--- config.mk ---
export PLATFORM = sky130hd
export DESIGN_NAME = lru_stack_page_replacement
export DESIGN_NICKNAME = d
export VERILOG_FILES = /design/src/hw/rtl/lrusp_pkg.sv /design/src/hw/rtl/lrusp_cell.sv /design/src/hw/rtl/lru_stack_page_replacement.sv
export SDC_FILE = /design/constraint.sdc
export NUM_CORES = 1
export LEC_CHECK = 0
export BUFFER_PORTS_ARGS = -buffer_cell sky130_fd_sc_hd__buf_2
export CORE_MARGIN = 8
export CORE_UTILIZATION = 50
export DETAILED_ROUTE_END_ITERATION = 10
export PLACE_DENSITY = 0.68
export SLEW_MARGIN = 15
export SYNTH_ARGS = -nofsm -noshare
export SYNTH_HDL_FRONTEND = slang
export SYNTH_SLANG_ARGS = --single-unit
--- constraint.sdc ---
create_clock -name clk -period 7.8 [get_ports clk]
set_input_delay 1.56 -clock clk [delete_from_list [all_inputs] [get_ports clk]]
set_output_delay 1.56 -clock clk [all_outputs]
set_load 0.01 [all_outputs]
--- src/hw/rtl/lrusp_pkg.sv ---
// Shared constants and types for the LRU stack page replacement block.
`default_nettype none

package lrusp_pkg;

  localparam int PAGE_W        = 16;
  localparam int CFG_W         = 4;
  localparam int SLOT_W        = 3;
  localparam int COUNT_W       = 32;
  localparam int FRAMES_DEF    = 8;
  localparam int PAGE_BITS_DEF = 16;

  localparam logic [CFG_W-1:0]   CFG_RESET = CFG_W'(8);
  localparam logic [COUNT_W-1:0] COUNT_MAX = '1;

  // per-cell update controls, driven by the top level
  typedef struct packed {
    logic upd;     // reference word accepted this cycle
    logic hit;     // reference is resident
    logic full;    // all managed frames in use
    logic live;    // cell holds a resident entry
    logic lt_top;  // cell sits below the top of the stack
    logic at_top;  // cell is the current top of the stack
    logic at_fill; // cell is the first empty slot
  } cell_ctl_t;

endpackage

`default_nettype wire

--- src/hw/rtl/lrusp_cell.sv ---
// One recency stack cell: holds a page and its frame, compares and shifts down.
`default_nettype none

module lrusp_cell #(
  parameter int PW = lrusp_pkg::PAGE_BITS_DEF,
  parameter int FW = 3
) (
  input  logic                  clk,
  input  lrusp_pkg::cell_ctl_t  ctl,
  input  logic [PW-1:0]         pg,
  input  logic [FW-1:0]         new_frame,
  input  logic [PW-1:0]         nb_page,
  input  logic [FW-1:0]         nb_frame,
  input  logic                  seen_in,
  output logic                  match,
  output logic                  seen_out,
  output logic [PW-1:0]         page,
  output logic [FW-1:0]         frame
);

  logic take_nb;
  logic load_new;

  assign match    = ctl.live && (page == pg);
  assign seen_out = seen_in || match;

  // on a hit the cells from the hit entry upward close the gap
  assign take_nb  = ctl.upd && ctl.lt_top && (ctl.hit ? seen_out : ctl.full);
  assign load_new = ctl.upd && ((ctl.hit || ctl.full) ? ctl.at_top : ctl.at_fill);

  always_ff @(posedge clk) begin
    if (take_nb) begin
      page  <= nb_page;
      frame <= nb_frame;
    end else if (load_new) begin
      page  <= pg;
      frame <= new_frame;
    end
  end

endmodule

`default_nettype wire

--- src/hw/rtl/lru_stack_page_replacement.sv ---
// Top level of the LRU stack page replacement block.
`default_nettype none

// Tracks up to FRAMES resident pages in a row of stack cells, least recently
// used at cell 0. Each cell compares its page with the reference in parallel
// and shifts toward the bottom, so one reference word is taken every cycle
// and its result word appears in the output register on the next cycle; the
// input stalls only while that register holds a word that is not taken.
// Writing frames_in_use (0 reads as 1, values above FRAMES as FRAMES) empties
// all frames at once and keeps the fault count.
module lru_stack_page_replacement #(
  parameter int FRAMES    = lrusp_pkg::FRAMES_DEF,
  parameter int PAGE_BITS = lrusp_pkg::PAGE_BITS_DEF
) (
  input  logic                             clk,
  input  logic                             rst,
  input  logic                             cfg_wr_en,
  input  logic [lrusp_pkg::CFG_W-1:0]      cfg_wr_data,
  input  logic                             in_valid,
  output logic                             in_ready,
  input  logic [lrusp_pkg::PAGE_W-1:0]     page,
  output logic                             out_valid,
  input  logic                             out_ready,
  output logic                             hit,
  output logic                             fault,
  output logic                             evicted,
  output logic [lrusp_pkg::PAGE_W-1:0]     victim_page,
  output logic [lrusp_pkg::SLOT_W-1:0]     frame_slot,
  output logic [lrusp_pkg::COUNT_W-1:0]    fault_total
);

  localparam int KB = (PAGE_BITS < lrusp_pkg::PAGE_W) ? PAGE_BITS : lrusp_pkg::PAGE_W;
  localparam int FB = $clog2(FRAMES + 1);
  localparam int FW = (FRAMES > 1) ? $clog2(FRAMES) : 1;

  logic [lrusp_pkg::CFG_W-1:0]   frames_in_use;
  logic [FB-1:0]                 fill;
  logic [FB-1:0]                 fill_next;
  logic [lrusp_pkg::COUNT_W-1:0] fault_count;
  logic [lrusp_pkg::COUNT_W-1:0] fault_count_next;

  logic [FB-1:0]        n_act;
  logic [KB-1:0]        pg;
  logic                 upd;
  logic                 any_hit;
  logic                 full;
  logic [FW-1:0]        hit_frame;
  logic [FW-1:0]        new_frame;

  logic [FRAMES-1:0]    match;
  logic [FRAMES:0]      seen;
  logic [KB-1:0]        cell_page  [FRAMES];
  logic [FW-1:0]        cell_frame [FRAMES];
  lrusp_pkg::cell_ctl_t ctl        [FRAMES];

  always_comb begin
    if (frames_in_use == '0) begin
      n_act = FB'(1);
    end else if (int'(frames_in_use) > FRAMES) begin
      n_act = FB'(FRAMES);
    end else begin
      n_act = FB'(frames_in_use);
    end
  end

  assign pg       = page[KB-1:0];
  assign in_ready = !out_valid || out_ready;
  assign upd      = in_valid && in_ready;
  assign any_hit  = |match;
  assign full     = (fill >= n_act);
  assign seen[0]  = 1'b0;

  always_comb begin
    hit_frame = '0;
    for (int i = 0; i < FRAMES; i++) begin
      hit_frame = hit_frame | (match[i] ? cell_frame[i] : '0);
    end
  end

  always_comb begin
    if (any_hit) begin
      new_frame = hit_frame;
    end else if (full) begin
      new_frame = cell_frame[0];
    end else begin
      new_frame = FW'(fill);
    end
  end

  generate
    for (genvar i = 0; i < FRAMES; i++) begin : g_cell
      assign ctl[i].upd     = upd && !cfg_wr_en;
      assign ctl[i].hit     = any_hit;
      assign ctl[i].full    = full;
      assign ctl[i].live    = (FB'(i) < fill);
      assign ctl[i].lt_top  = (FB'(i + 1) < fill);
      assign ctl[i].at_top  = (FB'(i + 1) == fill);
      assign ctl[i].at_fill = (FB'(i) == fill);

      if (i == FRAMES - 1) begin : g_last
        lrusp_cell #(.PW(KB), .FW(FW)) u_cell (
          .clk       (clk),
          .ctl       (ctl[i]),
          .pg        (pg),
          .new_frame (new_frame),
          .nb_page   (cell_page[i]),
          .nb_frame  (cell_frame[i]),
          .seen_in   (seen[i]),
          .match     (match[i]),
          .seen_out  (seen[i+1]),
          .page      (cell_page[i]),
          .frame     (cell_frame[i])
        );
      end else begin : g_mid
        lrusp_cell #(.PW(KB), .FW(FW)) u_cell (
          .clk       (clk),
          .ctl       (ctl[i]),
          .pg        (pg),
          .new_frame (new_frame),
          .nb_page   (cell_page[i+1]),
          .nb_frame  (cell_frame[i+1]),
          .seen_in   (seen[i]),
          .match     (match[i]),
          .seen_out  (seen[i+1]),
          .page      (cell_page[i]),
          .frame     (cell_frame[i])
        );
      end
    end
  endgenerate

  always_comb begin
    fill_next        = fill;
    fault_count_next = fault_count;
    if (cfg_wr_en) begin
      fill_next = '0;
    end else if (upd && !any_hit) begin
      if (!full) begin
        fill_next = fill + FB'(1);
      end
      if (fault_count != lrusp_pkg::COUNT_MAX) begin
        fault_count_next = fault_count + lrusp_pkg::COUNT_W'(1);
      end
    end
  end

  always_ff @(posedge clk) begin
    if (rst) begin
      frames_in_use <= lrusp_pkg::CFG_RESET;
      fill          <= '0;
      fault_count   <= '0;
      out_valid     <= 1'b0;
    end else begin
      if (cfg_wr_en) begin
        frames_in_use <= cfg_wr_data;
      end
      fill        <= fill_next;
      fault_count <= fault_count_next;
      if (upd) begin
        out_valid <= 1'b1;
      end else if (out_ready) begin
        out_valid <= 1'b0;
      end
    end
  end

  always_ff @(posedge clk) begin
    if (upd) begin
      hit         <= any_hit;
      fault       <= !any_hit;
      evicted     <= !any_hit && full;
      victim_page <= (!any_hit && full) ? lrusp_pkg::PAGE_W'(cell_page[0]) : '0;
      frame_slot  <= lrusp_pkg::SLOT_W'(new_frame);
      fault_total <= fault_count_next;
    end
  end

`ifndef SYNTHESIS
  a_fill_bound: assert property (@(posedge clk) disable iff (rst)
    fill <= n_act) else $error("stack fill exceeds managed frames");

  a_match_unique: assert property (@(posedge clk) disable iff (rst)
    $onehot0(match)) else $error("page resident in more than one cell");

  a_result_follows: assert property (@(posedge clk) disable iff (rst)
    upd |=> out_valid) else $error("accepted word produced no result");

  a_full_fill_kept: assert property (@(posedge clk) disable iff (rst)
    (upd && !any_hit && full && !cfg_wr_en) |=> fill == $past(fill))
    else $error("eviction changed stack fill");

  a_count_monotonic: assert property (@(posedge clk) disable iff (rst)
    !$past(rst) |-> fault_count >= $past(fault_count))
    else $error("fault count decreased");
`endif

endmodule

`default_nettype wire
== Word level (Yosys, flattened, before mapping) ==
Index checks and enable logic that the tools add are counted.

* Register bits: 247
* Output and inout port bits: 56

* Order comparisons: 11
* Bitwise logic cells: 9
* Reduce and logical (&&, ||, !) cells: 62
* Mux-type cells: 61
* $add $sub $neg: 2
* Eq/ne operators: 17

{| class="wikitable"
|+ Operator list
! cell !! number
|-
| 16-bit two-way mux || 14
|-
| 16-bit == test || 8
|-
| 32-bit two-way mux || 3
|-
| 3-bit two-way mux || 24
|-
| 1-bit logical AND || 36
|-
| 32-bit by 1-bit adder with 32-bit output, second input constant || 1
|-
| 32-bit != test, second input constant || 1
|-
| 3-bit OR || 7
|-
| 1-bit two-way mux || 18
|-
| 3-bit by 4-bit == test with 1-bit output, first input constant || 4
|-
| 3-bit by 4-bit less-than comparator with 1-bit output, first input constant || 4
|-
| 2-bit nonzero test || 8
|-
| 1-bit logical OR || 9
|-
| 2-bit by 4-bit == test with 1-bit output, first input constant || 2
|-
| 4-bit logical NOT || 2
|-
| 1-bit by 4-bit less-than comparator with 1-bit output, first input constant || 2
|-
| 2-bit by 4-bit less-than comparator with 1-bit output, first input constant || 2
|-
| 4-bit two-way mux || 2
|-
| 8-bit OR reduction || 1
|-
| 4-bit by 1-bit adder with 4-bit output, second input constant || 1
|-
| 1-bit by 4-bit == test with 1-bit output, first input constant || 1
|-
| 4-bit == test, first input constant || 1
|-
| 4-bit >= comparator || 1
|-
| 4-bit greater-than comparator, second input constant || 1
|-
| 5 further kinds || 9
|}

== Longest topological paths before layout ==
Gate-level depths: netlist (run 1).

* Depth after elaboration: 13
* Gate-level depth with buffers: 13

== Modules after synthesis ==
A second synthesis (run 1) with hierarchy kept.

* Cells, all modules: 2118
* Area total of the unflattened synthesis: 18063.6 µm²

{| class="wikitable"
|+ Modules (own cells, without submodules)
! module !! area each (µm²) !! sequential area each (µm²) !! cells an instance !! instances
|-
| lrusp_cell || 1687.9 || 570.5 || 212 || 8
|-
| lru_stack_page_replacement || 4560.6 || 2442.3 || 422 || 1
|}

== Worst setup path before layout (run 1) ==
OpenSTA, ideal clock, no wires.

* Kind: input -> register
* From: in page[4] (netlist name)
* To: reg g_cell[3].g_mid.u_cell.frame[0], enable pin
* Setup time: 0.463 ns
* Arrival time: 5.763 ns
* Cell stages on the path: 11
* Setup slack: 1.573 ns
* Cell sequence: clkbuf_1 > buf_2 > xnor2_1 > nand4_1 > nor3_1 > nand4b_1 > nor4bb_1 > clkbuf_1 > nand3_1 > clkbuf_1 > o311ai_0

* Cells in the longest elaborated chain, start to end: 8
* Elaborated cells on any way between the ends: 26
* Those cells by class: eq/ne: 8; mux: 2; reduce/logical: 16

{| class="wikitable"
|+ RTL lines
! what !! RTL line !! RTL
|-
| from (decl) || lru_stack_page_replacement.sv:21 || <nowiki>input logic [lrusp_pkg::PAGE_W-1:0] page,</nowiki>
|-
| parallel branches: the longest is 7 deep, another holds 16-bit == test || -- ||
|-
| 2-bit nonzero test (no line) * || -- ||
|-
| to (signal assigned) || lrusp_cell.sv:34 || <nowiki>frame <= nb_frame;</nowiki>
|-
| to (signal assigned) || lrusp_cell.sv:37 || <nowiki>frame <= new_frame;</nowiki>
|-
| to (decl) || lrusp_cell.sv:18 || <nowiki>output logic [FW-1:0] frame</nowiki>
|}

Mark *: on every way between the ends.
A chain may end at the register's enable or synchronous reset.

== Final worst setup path (run 1) ==
* From: in page[15] (netlist name)
* To: reg g_cell[3].g_mid.u_cell.page[2], enable pin

* Cells in the longest elaborated chain, start to end: 8
* Elaborated cells on any way between the ends: 26
* Those cells by class: eq/ne: 8; mux: 2; reduce/logical: 16

{| class="wikitable"
|+ RTL lines
! what !! RTL line !! RTL
|-
| parallel branches: the longest is 7 deep, another holds 16-bit == test || -- ||
|-
| 2-bit nonzero test (no line) * || -- ||
|-
| to (signal assigned) || lrusp_cell.sv:33 || <nowiki>page <= nb_page;</nowiki>
|-
| to (signal assigned) || lrusp_cell.sv:36 || <nowiki>page <= pg;</nowiki>
|-
| to (decl) || lrusp_cell.sv:17 || <nowiki>output logic [PW-1:0] page,</nowiki>
|}

Marks and branches as above.

==> results of run 1 <==
-- sequential cells by signal, indices dropped and copies added (netlist names), 3 cells and up --
register                    flops
fault_total                    32
victim_page                    16
frame_slot                      3
fill                            4
g_cell.g_mid.u_cell.page      112
g_cell.g_last.u_cell.frame      3
frames_in_use                   4
fault_count                    32
g_cell.g_mid.u_cell.frame      21
g_cell.g_last.u_cell.page      16
-- critical path, delay by kind of cell --
family	cells	cell delay, ps
simple gates	6	3180
xor+xnor	1	120
buf+inv	3	880
compound gates	1	300
-- stage by stage --
step	area, sq um	hold WS, ps
floorplan	12700	461
global placement	13300	487
detailed placement	13300	496
CTS	14200	509
global route	14200	535
finish	14200	508
-- layout make-up --
class                      instances  area, sq um  share of cell area [%]
tap                              330          413                    2.91
sequential                       247         7010                    49.3
timing repair buffer              92          490                    3.45
clock inverter                    19          180                    1.27
inverter                          19         71.3                   0.502
multi-input combinational        674         5350                    37.7
clock buffer                      31          691                    4.86
-- cell families after synthesis --
family / count (synthesis) / synth area share, %
and+or+nand+nor: 283 / 12.7
DFF: 247 / 55.1
muxes: 150 / 13.7
xor gates and xnor gates: 136 / 9.37
AOI/OAI and AO/OA: 97 / 5.31
buffers and inverters: 82 / 2.96
adders and majority gates: 8 / 0.787
-- path summary, 6_finish.rpt --
kind,from,end,slack [ps],cells past startpoint
setup / recovery,page[15],g_cell[3].g_mid.u_cell.page[2],1940,11
hold / removal,fault_count[27],fault_count[27],510,2
setup reg to reg,fill[3],g_cell[3].g_mid.u_cell.page[2],2610,10
hold reg to reg,fault_count[27],fault_count[27],510,2
-- layer usage --
metal	up-vias	routed length, um	share of wire, %	track usage (%)
met1	3833	11900	45	22.0
met2	188	12300	46	27.6
met4	0	1180	4.4	7.63
li1	3861	-	-	-
met3	65	1230	4.6	2.81
met5	-	0	0	0
-- power breakdown --
| group | switching (uW) | internal (uW) |
|---|---|---|
| Sequential | 9.01 | 1450 |
| Combinational | 113 | 71.7 |
| Clock | 523 | 735 |
| Total | 645 | 2260 |
-- cells in the final DEF (no fill, tap or decap), types with 5 or more instances in the layout --
| cell type | n |
|---|---|
| nor3_1 | 15 |
| clkinv_2 | 7 |
| mux2_4 | 19 |
| xnor2_1 | 62 |
| nor4_1 | 16 |
| nand3_1 | 27 |
| nor2_1 | 40 |
| buf_4 | 11 |
| o31ai_1 | 11 |
| or4_1 | 16 |
| mux2_1 | 116 |
| xor2_1 | 74 |
| nand4b_1 | 7 |
| nand2_1 | 58 |
| inv_1 | 17 |
| mux2_2 | 5 |
| mux2i_1 | 10 |
| a22o_1 | 6 |
| nand4_1 | 24 |
| ha_1 | 8 |
| a221oi_1 | 6 |
| nand2b_1 | 5 |
| or4b_1 | 5 |
| clkbuf_16 | 27 |
| buf_2 | 80 |
| a21oi_1 | 28 |
| or3_1 | 15 |
| nor2b_1 | 6 |
| edfxtp_1 | 206 |
| and2_1 | 19 |
| o21ai_0 | 14 |
| dfxtp_1 | 41 |
| and3_1 | 7 |
==> results.yml, run 1 <==
yosys:
  yosysMostFrequentCell: "edfxtp_1"
  synthTopCellsByCount: "edfxtp_1 (206), mux2_1 (116), xor2_1 (74), xnor2_1 (62), nand2_1 (58)"
  synth-seq-area-share_pct: 55.1
  synth_flop_cell: "edfxtp_1"
  yosys_register_bits: 247
  synth_top_cell_area_share_pct: 48.7
  synth_area_per_cell_sq_um: 12.7
  synth_area_sq_mm: 0.0127
  yosys-top-cells-area: "edfxtp_1 (49%), mux2_1 (10%), dfxtp_1 (6.5%)"
  synth_cell_types: 62
  synth_edf_count: 206
  synth_nets: 1036
  ys_async_sr_fraction_pct: 0
  yosys_warnings: 0
  synthCells: 1003
  yosysTopAreaCell: "edfxtp_1"
worst_setup_path:
  end_kind: "flop"
  cpMostUsedCell: "nand3_1"
  worstPathMaxFanout: 20
  arrival_ps: 6070
  crit_required_ps: 8010
  slowest_stage: "nand4_1"
  path_class: "in2reg"
  critical_path.max_stage_delay_ps: 1060
  start_kind: "primary input"
  crit_chain: "buf_2, xor2_1, nor4_1, nand3_1, nor4_2, nor4bb_2, clkbuf_4, nand3_1, nand4_1, o311ai_2, buf_4"
pwr:
  power.density_mw_per_mm2: 205
  p_leak_uw: 0.00513
  total_power_uw: 2910
  peakVddDrop_mv: 0.153
clock_network:
  h-tree-depth: 1
  root_buffer: "clkbuf_16"
  clock_sinks: 247
  cts_buffer_depth: 3
  cts_setup_buffers: 0
  numCtsBuffers: 27
  insertion_delay_ps: 540
  clk_pin_slew_ps: 60
  cts_tree: "built"
  post_cts_resized: 0
  cts_hold_buf: 0
route:
  drtPass1Iterations: 5
  wl_per_cell_um: 18.9
  vias: 7947
  ant_nets: 0
  drc: 0
  drt-total-wl_um: 26600
  via_per_inst: 5.63
  drt_iter0_markers: 391
cells_and_area:
  n_antenna_cell: 0
  nFillCells: 2115
  postLayoutCoreUtil_pct: 56.6
  final_nets: 1094
  area_growth_pct: 11.7
  drive_gt1_share_pct: 16.3
  final_cells: 1412
sta:
  finalCritPeriodShare_pct: 75.1
  fin_crit_ps: 5860
  hold_viol_final: 0
  finalSetupViolations: 0
  rsz0062_at_grt: "no"
  finClkSkew_ps: 13.2
  slew_violations: 0
  setup_ws_ps: 1940
  slew_headroom_pct: 23.5
  tns_ps: 0
  fmax_ghz: 0.171
  worst_pin_slew_ps: 1140
floorplanning:
  core_sq_mm: 0.0251
  num_io_pins: 81
  start_util_pct: 50.6
  rows: 58
  die_area_sq_mm: 0.0308
  die_x_um: 175
  die_y_um: 175
placement:
  gp_congestion: 0.886
  dpl_worst_slack_ps: 1240
  portBuffers: 80
  dp.cells: 1361
  hpwl_um: 19600
grt:
  grt_pass1_wl_um: 42700
  grt_usage_pct: 17.0
  first_global_vias: 8088
  grt-ovfl-total: 0
  grt_antenna_before_repair: 0
  grt_start_max_net_pins: 59
worst_hold_path:
  hold_class: "reg2reg"
run:
  max-cap-violations: 0
status:
  status: "completed"
No activity file was read; power rests on OpenSTA's default activity.
==> run 2, diff against run 1 <==
==> constraint.sdc (replaced) <==
create_clock -name clk -period 5.4 [get_ports clk]
set_input_delay 1.08 -clock clk [delete_from_list [all_inputs] [get_ports clk]]
set_output_delay 1.08 -clock clk [all_outputs]
set_load 0.01 [all_outputs]
==> results.yml, run 2 (synthesis gave the netlist of run 1 again) <==
worst_setup_path:
  crit_required_ps: 5620
  startpoint: "page[15]"
  rrSetupSlack_ps: 1130
  end_kind: "flop"
  start_kind: "primary input"
  reg2reg_to: "g_cell[7].g_last.u_cell.page[12]"
  r2r_cells: 12
  crit_path_end: "g_cell[7].g_last.u_cell.page[12]"
  slowest_stage: "a2111oi_4"
  cpMostUsedCell: "buf_4"
  critical_path.max_stage_delay_ps: 750
  crit_chain: "buf_2, xor2_1, nor4_1, nor4b_1, and3_1, a2111oi_4, nand3_1, buf_4, or4b_1, a21oi_2, buf_4"
  arrival_ps: 4600
  path_class: "in2reg"
  worstPathMaxFanout: 19
  timing.rr.start: "fill[0]"
cells_and_area:
  n_antenna_cell: 0
  drive_gt1_share_pct: 17.8
  largest_register_ffs: 112
  area_growth_pct: 13.5
  final_cell_mix: "edfxtp_1 (206), mux2_1 (116), buf_2 (80)"
  regMostFlops: "g_cell.g_mid.u_cell.page"
  final_nets: 1110
  final_common_cell: "edfxtp_1"
  largest_registers: "g_cell.g_mid.u_cell.page (112), fault_count (32), fault_total (32)"
  nFillCells: 2073
floorplanning:
  start_util_pct: 50.6
  core_sq_mm: 0.0251
  die_x_um: 175
  die_area_sq_mm: 0.0308
  rows: 58
  die_y_um: 175
  num_io_pins: 81
grt:
  grt_pass1_wl_um: 43800
  grt_use_met3_pct: 3.03
  grt_start_max_net_pins: 58
  grt_antenna_before_repair: 0
  met1_usage_pct: 22.1
  top_usage_layer: "met2"
  grt_usage_pct: 17.4
  met2_usage_pct: 29.7
  grt-ovfl-total: 0
  first_global_vias: 8283
route:
  drt-total-wl_um: 27300
  wl_per_cell_um: 19.1
  drc: 0
  drtPass1Iterations: 6
  vias: 8086
  drt_iter0_markers: 644
  via_per_inst: 5.66
  ant_nets: 0
worst_hold_path:
  hp-start: "frames_in_use[0]"
  hold_class: "reg2reg"
sta:
  hold_viol_final: 0
  slew_violations: 0
  rsz0062_at_grt: "no"
  fin_crit_ps: 4380
  slew_headroom_pct: 30.2
  holdWs_ps: 499
  tns_ps: 0
  worst_pin_slew_ps: 1040
  finClkSkew_ps: 12.0
  fmax_ghz: 0.228
  finalCritPeriodShare_pct: 81.1
  finalSetupViolations: 0
clock_network:
  h-tree-depth: 1
  numCtsBuffers: 28
  root_buffer: "clkbuf_16"
  insertion_delay_ps: 540
  clock_sinks: 247
  cts_setup_buffers: 0
  post_cts_resized: 0
  cts_hold_buf: 0
  cts_tree: "built"
  clk_pin_slew_ps: 60
  cts_buffer_depth: 3
pwr:
  peakVddDrop_mv: 0.226
  power.density_mw_per_mm2: 304
  total_power_uw: 4390
  p_leak_uw: 0.00528
run:
  max-cap-violations: 0
placement:
  gp_congestion: 0.882
  hpwl_um: 20100
  portBuffers: 80
status:
  status: "completed"
==> run 2: cell count changes in the layout (fill, tap and decap cells not counted), sizes merged <==
cell / delta
buf: +16
clkbuf: +8
clkinv: -3
clkinvlp: -3
inv: -1
==> run 2: how the worst min path moves through the flow <==
stage	depth (start not counted)	to	slack, ps
2_1_floorplan	2	frames_in_use[0]	460
5_1_grt	2	fault_count[27]	530
3_5_place_dp	2	frames_in_use[0]	490
3_3_place_gp	2	frames_in_use[0]	480
4_1_cts	2	fault_count[27]	500
6_report	2	frames_in_use[0]	500
==> run 2: power by group <==
part | switching [uW] | internal, uW
clock | 767 | 1230
combinational | 165 | 107
sequential | 13.7 | 2100
total | 946 | 3440
==> run 2: area by class of cell <==
class / instances / area [sq um] / area share [%]
well taps: 330 / 413 / 2.86
clock buffers: 40 / 848 / 5.88
inverters: 19 / 71.3 / 0.494
flip-flops and latches: 247 / 7010 / 48.5
repair buffers: 107 / 603 / 4.18
clock inverters: 12 / 140 / 0.971
multi-input cells: 674 / 5350 / 37.1
==> run 2: worst max-delay path, delay by kind of cell <==
kind | cells | cell delay, ps
compound gates | 2 | 900
xor+xnor | 1 | 300
buf+inv | 3 | 930
simple gates | 5 | 1350
==> run 2: per-layer routing <==
metal,up-vias,share of wire [%]
met4,0,2.8
met2,251,48
met5,-,0
met3,53,5.9
li1,3885,-
met1,3897,43
==> run 2: metrics by stage <==
stage / utilization [%] / instances / setup WS, ps / area (sq um)
finish: 57.5 / 1429 / 1020 / 14400
global route: 57.5 / 1429 / 793 / 14400
CTS: 57.5 / 1429 / 1100 / 14400
detailed placement: 53.5 / 1377 / 566 / 13400
global placement: 53.5 / 1377 / 331 / 13400
floorplan: - / 1003 / 390 / 12700
==> run 3, diff against run 2 <==
--- a/config.mk
+++ b/config.mk
@@ -9,7 +9,7 @@
 export CORE_MARGIN = 8
 export CORE_UTILIZATION = 50
 export DETAILED_ROUTE_END_ITERATION = 10
-export PLACE_DENSITY = 0.68
+export PLACE_DENSITY = 0.7
 export SLEW_MARGIN = 15
 export SYNTH_ARGS = -nofsm -noshare
 export SYNTH_HDL_FRONTEND = slang
==> constraint.sdc (replaced) <==
create_clock -name clk -period 3.9 [get_ports clk]
set_input_delay 0.78 -clock clk [delete_from_list [all_inputs] [get_ports clk]]
set_output_delay 0.78 -clock clk [all_outputs]
set_load 0.01 [all_outputs]
==> results.yml, run 3 (synthesis gave the netlist of run 1 again) <==
cells_and_area:
  largest_registers: "g_cell.g_mid.u_cell.page (112), fault_count (32), fault_total (32)"
  n_antenna_cell: 0
  area_growth_pct: 17.1
  regMostFlops: "g_cell.g_mid.u_cell.page"
  final_cell_mix: "edfxtp_1 (206), mux2_1 (116), buf_2 (80)"
  final_nets: 1160
  postLayoutCoreUtil_pct: 59.3
  largest_register_ffs: 112
  nFillCells: 2090
  drive_gt1_share_pct: 21.5
  final_cells: 1477
  final_common_cell: "edfxtp_1"
  fin_area_sq_mm: 0.0149
worst_setup_path:
  critical_path.max_stage_delay_ps: 490
  cp_num_cells: 13
  start_kind: "flop"
  end_kind: "flop"
  path_delay_family: "simple AND/OR/NAND/NOR gates"
  cp.buffers_inverters: 4
  crit_chain: "inv_1, ha_1, nor2b_1, o2111ai_1, nor3b_1, nand4b_1, nor4bb_1, buf_4, nand3_2, or4b_1, buf_4, o21ai_2, buf_12"
  path_class: "reg2reg"
  slowest_stage: "or4b_1"
  arrival_ps: 3780
  worstPathMaxFanout: 11
  startpoint: "fill[0]"
  cpMostUsedCell: "buf_4"
  r2r_cells: 13
  crit_required_ps: 4150
  timing.rr.start: "fill[0]"
floorplanning:
  die_x_um: 175
  die_area_sq_mm: 0.0308
  rows: 58
  die_y_um: 175
  num_io_pins: 81
  start_util_pct: 50.6
  core_sq_mm: 0.0251
clock_network:
  cts_setup_buffers: 0
  cts_tree: "built"
  clk_pin_slew_ps: 60
  insertion_delay_ps: 540
  root_buffer: "clkbuf_16"
  clock_sinks: 247
  numCtsBuffers: 27
  cts_hold_buf: 0
  cts_buffer_depth: 3
  h-tree-depth: 1
  post_cts_resized: 0
grt:
  grt_pass1_wl_um: 48500
  grt_antenna_before_repair: 0
  first_global_vias: 8718
  grt-ovfl-total: 0
  grt_start_max_net_pins: 58
  grt_usage_pct: 19.7
pwr:
  p_leak_uw: 0.00552
  peakVddDrop_mv: 0.331
  p_sw_share_pct: 22.5
  power.density_mw_per_mm2: 383
  intPower_uw: 4420
  p_seq_share_pct: 51.4
  power.share.combinational_pct: 7.2
  power_frac_clock_pct: 41.4
  power_switching_uw: 1290
worst_hold_path:
  worstHoldPathCells: 3
  hold_class: "in2reg"
  hp-start: "cfg_wr_data[3]"
placement:
  dp.cells: 1428
  gp_congestion: 0.905
  hpwl_um: 22700
  portBuffers: 80
  dpl-instance-area_sq_mm: 0.0141
route:
  ant_nets: 0
  wl_per_cell_um: 20.7
  vias: 8563
  drt-total-wl_um: 30500
  drc: 0
  drtPass1Iterations: 5
  drt_iter0_markers: 720
  via_per_inst: 5.80
sta:
  slew_violations: 0
  rsz0062_at_grt: "no"
  tns_ps: 0
  holdWs_ps: 466
  finClkSkew_ps: 13.5
  fmax_ghz: 0.284
  slew_headroom_pct: 43.7
  hold_viol_final: 0
  finalCritPeriodShare_pct: 90.4
  fin_crit_ps: 3530
  worst_pin_slew_ps: 841
  finalSetupViolations: 0
run:
  max-cap-violations: 0
status:
  status: "completed"
-- run 3: cell types whose count changed in the layout (fill, tap and decap cells not counted), moves of 2 or more --
cell,delta
buf_4,+34
bufinv_16,-3
clkbuf_8,-2
clkinv_2,+2
clkinvlp_4,+2
clkbuf_16,-3
o21ai_2,+3
buf_12,+17
o21ai_1,-3
clkinv_1,+2
-- run 3: metrics by stage --
stage / setup slack, ps / total power, uW
after global placement: 13.4 / 3390
final: 374 / 5710
after detailed placement: -69.6 / 3400
after global routing: 218 / 5880
after floorplan: -28.0 / 3250
after CTS: 365 / 5750
-- run 3: power groups by stage --
stage	registers [uW]	clock network, uW	logic, uW
5_1_grt	2930	2500	447
6_report	2930	2370	411
3_5_place_dp	2990	0	410
2_1_floorplan	3000	0	247
4_1_cts	2930	2400	414
3_3_place_gp	2990	0	401
-- run 3: area by class of cell --
type / count / area [sq um] / area share (%)
clock buffer: 34 / 742 / 4.98
tap: 330 / 413 / 2.77
inverter: 19 / 75.1 / 0.504
sequential: 247 / 7010 / 47.1
multi-input combinational: 674 / 5370 / 36.1
timing repair buffer: 158 / 1200 / 8.05
clock inverter: 15 / 78.8 / 0.530
-- run 3: tightest hold or removal path, stage by stage --
cell,delay (ps)
buf_2,80
nand2_1,40
o211ai_1,70
-- run 3: path summary, 6_finish.rpt --
| path | endpoint | slack (ps) |
|---|---|---|
| worst max-delay path | g_cell[0].g_mid.u_cell.page[4] | 370 |
| worst min-delay path | frames_in_use[3] | 470 |
| worst max register to register | g_cell[0].g_mid.u_cell.page[4] | 370 |
| worst min register to register | fault_count[27] | 510 |
-- run 3: routing by layer --
layer	routed length, um	vias up	GRT usage (%)
met1	13300	4226	26.0
met4	812	0	6.04
met5	0	-	0
met3	1780	60	2.96
li1	-	3997	-
met2	14600	280	33.0
